[config.mk]
export PLATFORM = sky130hd
export DESIGN_NAME = bca_ffs
export DESIGN_NICKNAME = d
export VERILOG_FILES = /design/src/bca_pkg.sv /design/src/bca_ffs.sv
export SDC_FILE = /design/constraint.sdc
export NUM_CORES = 1
export LEC_CHECK = 0
export ABC_AREA = 1
export BUFFER_PORTS_ARGS = -buffer_cell sky130_fd_sc_hd__buf_2
export CAP_MARGIN = 20
export CORE_MARGIN = 4
export CORE_UTILIZATION = 30
export DETAILED_ROUTE_END_ITERATION = 6
export GPL_TIMING_DRIVEN = 0
export PLACE_DENSITY = 0.54
export SLEW_MARGIN = 20
export SYNTH_ARGS = -nofsm -noshare
export SYNTH_HDL_FRONTEND = slang
export SYNTH_SLANG_ARGS = --single-unit
[constraint.sdc]
create_clock -name vclk -period 1.4
set_input_delay 0 -clock vclk [all_inputs]
set_output_delay 0 -clock vclk [all_outputs]
set_load 0.01 [all_outputs]
[src/bca_pkg.sv]
`timescale 1ns / 1ps
`default_nettype none

package bca_pkg;

	localparam int MAX_CLUSTERS  = 65536;
	localparam int CLUSTER_BYTES = 2048;
	localparam int MAX_BATCH     = 64;

	localparam int WORD_BITS = 64;
	localparam int MAP_WORDS = (MAX_CLUSTERS + WORD_BITS - 1) / WORD_BITS;
	localparam int BIT_W     = $clog2(WORD_BITS);
	localparam int WADDR_W   = $clog2(MAP_WORDS);
	localparam int PER_BLOCK = CLUSTER_BYTES * 8;

	localparam int CL_W    = 16;
	localparam int FC_W    = 17;
	localparam int TOT_W   = 17;
	localparam int START_W = 16;
	localparam int CNT_W   = 7;

	localparam int CFG_IDX_W  = 2;
	localparam int CFG_DATA_W = 17;

	localparam logic [CFG_IDX_W-1:0] CFG_TOTAL = 2'd0;
	localparam logic [CFG_IDX_W-1:0] CFG_START = 2'd1;

	localparam logic [1:0] MODE_ALLOC  = 2'd0;
	localparam logic [1:0] MODE_FREE   = 2'd1;
	localparam logic [1:0] MODE_FORMAT = 2'd2;

	localparam logic [1:0] ST_OK      = 2'd0;
	localparam logic [1:0] ST_NOSPACE = 2'd1;
	localparam logic [1:0] ST_INVALID = 2'd2;

	typedef struct packed {
		logic [1:0]       mode;
		logic [CL_W-1:0]  hint;
		logic [CNT_W-1:0] count;
		logic [CL_W-1:0]  cluster_to_free;
	} req_t;

	typedef struct packed {
		logic [CL_W-1:0] cluster;
		logic [1:0]      status;
		logic            last;
		logic [FC_W-1:0] free_count;
	} res_t;

endpackage

`default_nettype wire

[src/bca_ffs.sv]
`timescale 1ns / 1ps
`default_nettype none

module bca_ffs (
	input  logic [bca_pkg::WORD_BITS-1:0] vec,
	output logic [bca_pkg::BIT_W-1:0]     idx
);
	import bca_pkg::*;

	logic [WORD_BITS-1:0] iso;

	// isolate the lowest set bit, then encode it
	assign iso = vec & (~vec + WORD_BITS'(1));

	always_comb begin
		idx = '0;
		for (int b = 0; b < WORD_BITS; b++) begin
			if (iso[b]) begin
				idx = idx | BIT_W'(b);
			end
		end
	end

endmodule

`default_nettype wire

==> summary.md <==
| Metric | Value |
|---|---|
| Status | finished with violations |
| Failing checks | setup timing |
| Final setup violation count | 6 |
| Cell Chain, Critical Path | buf_2 -> nor2_4 -> nand2_2 -> nor2_4 -> nand2_1 -> nor2_4 -> nand2_1 -> o21ai_4 -> inv_2 -> nand3_4 -> nor2_1 -> nand2_1 -> buf_2 |
| Wire length per cell | between 10 and 15 um |
| Area grow syn2layout | 43.0% |
| Final setup margin | -0.0888 ns |
| Leak Pwr | between 1.5 and 2 nW |
| Clock Buffer Count | 0 |
| GR Overflow Total | 0 |
| Initial antenna violation count | 0 |
| Std-Cell Rows | 31 |
| Logic pwr share | 100.0% |
| Vias in the first global route | 3,072 |
| Crit path max fanout | 4 |
| Switching Power | 0.263 mW |
| CP top delay family | simple AND/OR/NAND/NOR gates |
| Tmin final | between 1 and 1.5 ns |
| Fillers | 841 |
| Full die area | just under 9000 um2 |
| CP Class | input port to output port |
| First-pass GRT wire length | 14.0 mm |
| Clock power share | 0% |
| # IOs | 70 |
| Total vias in the final route | 3,391 |
| Worst VDD drop | 0.0634 mV |
| Post-DP HPWL | 7.52 mm |
| Drt first pass iters | 6 |
| Slowest-stage cell, CP | o21ai_4 |
| Sequential-to-total area share from yosys stat | 0% |
| Vias per cell | 4.96 |
| Fin nets | between 600 and 700 |
| PwrDens | 134 nW/um2 |
| DR iter-0 viols | 248 |
| Synthesis warning total | 0 |
| Required time worst endpoint | 1.40 ns |
| Starting density of the core | 30.7% |
| Core area | approximately 7000 um2 |
| IO Port Bufs | 70 |
| Largest net degree at the start of global routing | 6 |
| Slew Limit Fails | 0 |
| Tot GR Track Use | 19.2% |
| CP Buf/Inv Count | 3 |
| Storage cell area | 0 um2 |
| Slew @ Worst Pin | 0.420 ns |
| Layout cells sized above 1 | 31.0% |
| Placer Congestion | 0.961 |
| Cell variety after synth | 21 |
| Net Count, Synth | between 500 and 600 |
| Cell Area, Synth | approximately 2200 um2 |
| F_max | around 0.67 GHz |
| Seq Cell Count | 0 |
| DRC viols | 0 |
| Sequential power share | 0% |
| Total wire length | 8.99 mm |
| Max-cap violation count | 0 |
| Unrepaired setup endpoints after global routing | yes |
| Worst path arrival time | 1.49 ns |
| Pre-CTS WS | -0.298 ns |
| Die Wd | approximately 94 um |
| Setup crit start kind | input port |
| Post-route ant nets | 0 |
| Die H | 93.9 um |
| Tightest Hold Check Type | input port to output port |
| ANT cells | 0 |
| # hold bufs at CTS | 0 |
| Avg Cell Area, Syn | 4.41 um2 |
| Worst setup EP type | output port |
| Max_slew headroom | a little under three quarters |
| Sw Ratio | 62.0% |
| Period utilization | 106% |
| Cell count after synthesis | ~500 |
| Internal power | approximately 0.16 mW |
| Setup tns final | -0.384 ns |
| CP max stage delay | around 0.19 ns |
| Final hold violations | 0 |
what timing repair did:
action,CTS,global route
gates resized for setup,56,49
endpoints found under the setup margin,6,6
pin swaps,33,28
buffers inserted,8,4
synthesized netlist by cell type (3+ instances only):
cell / count / area (um2)
nor3_1: 11 / 55.1
nand4_1: 9 / 56.3
nand2_1: 155 / 582
nor2_1: 142 / 533
nand3_1: 58 / 290
nor2_4: 9 / 101
nand2_2: 5 / 31.3
nor2_2: 9 / 56.3
nand3b_1: 3 / 22.5
nand3_2: 8 / 80.1
inv_1: 80 / 300
cells in the final DEF (no fill, tap or decap):
| master | count |
|---|---|
| a21oi_1 | 1 |
| buf_2 | 63 |
| buf_4 | 12 |
| buf_6 | 6 |
| buf_8 | 1 |
| inv_1 | 79 |
| inv_2 | 3 |
| nand2_1 | 137 |
| nand2_2 | 20 |
| nand2_4 | 5 |
| nand3_1 | 49 |
| nand3_2 | 13 |
| nand3_4 | 4 |
| nand3b_1 | 3 |
| nand4_1 | 9 |
| nor2_1 | 109 |
| nor2_2 | 20 |
| nor2_4 | 31 |
| nor2_8 | 1 |
| nor3_1 | 10 |
| nor3_2 | 1 |
| nor3b_1 | 2 |
| nor4_1 | 1 |
| o21ai_0 | 1 |
| o21ai_4 | 1 |
| o21bai_1 | 1 |
| or2_1 | 1 |
layer usage:
layer | up-vias | GRT usage [%] | share of wire, %
li1 | 1710 | - | -
met3 | 11 | 1.04 | 6.7
met2 | 137 | 32.6 | 47
met4 | 0 | 1.93 | 1.0
met1 | 1533 | 27.4 | 45
met5 | - | 0 | 0
power groups by stage:
stage / sequential [mW] / clock, mW / combinational [mW]
after floorplan: 0 / 0 / 0.161
after global placement: 0 / 0 / 0.343
after detailed placement: 0 / 0 / 0.346
after CTS: 0 / 0 / 0.389
after global routing: 0 / 0 / 0.469
final: 0 / 0 / 0.424
path summary, 6_finish.rpt:
check | cells after the start | startpoint | slack [ns] | end
setup / recovery | 13 | vec[9] | -0.09 | idx[5]
hold / removal | 6 | vec[40] | 0.54 | idx[3]
cells by family after synthesis:
group | Yosys count | synth area share (%)
AOI/OAI and AO/OA | 4 | 1.19
buffers and inverters | 82 | 13.9
and+or+nand+nor | 416 | 84.9
per-stage QoR:
stage / utilization, % / power (mW) / area [um2] / std cells / hold WS (ns)
3_3_place_gp: 37.2 / 0.343 / 2690 / 671 / 0.538
5_1_grt: 43.9 / 0.469 / 3160 / 683 / 0.592
2_1_floorplan: - / 0.161 / 2210 / 502 / 0.256
3_5_place_dp: 37.2 / 0.346 / 2690 / 671 / 0.539
4_1_cts: 40.8 / 0.389 / 2950 / 679 / 0.529
6_report: 43.9 / 0.424 / 3160 / 683 / 0.538
cell type report:
type / count / area, um2 / area share, %
multi-input cells: 420 / 2240 / 70.9
repair buffers: 82 / 488 / 15.4
inverters: 82 / 308 / 9.73
well taps: 99 / 124 / 3.91
(Power assumes the default switching activity.)
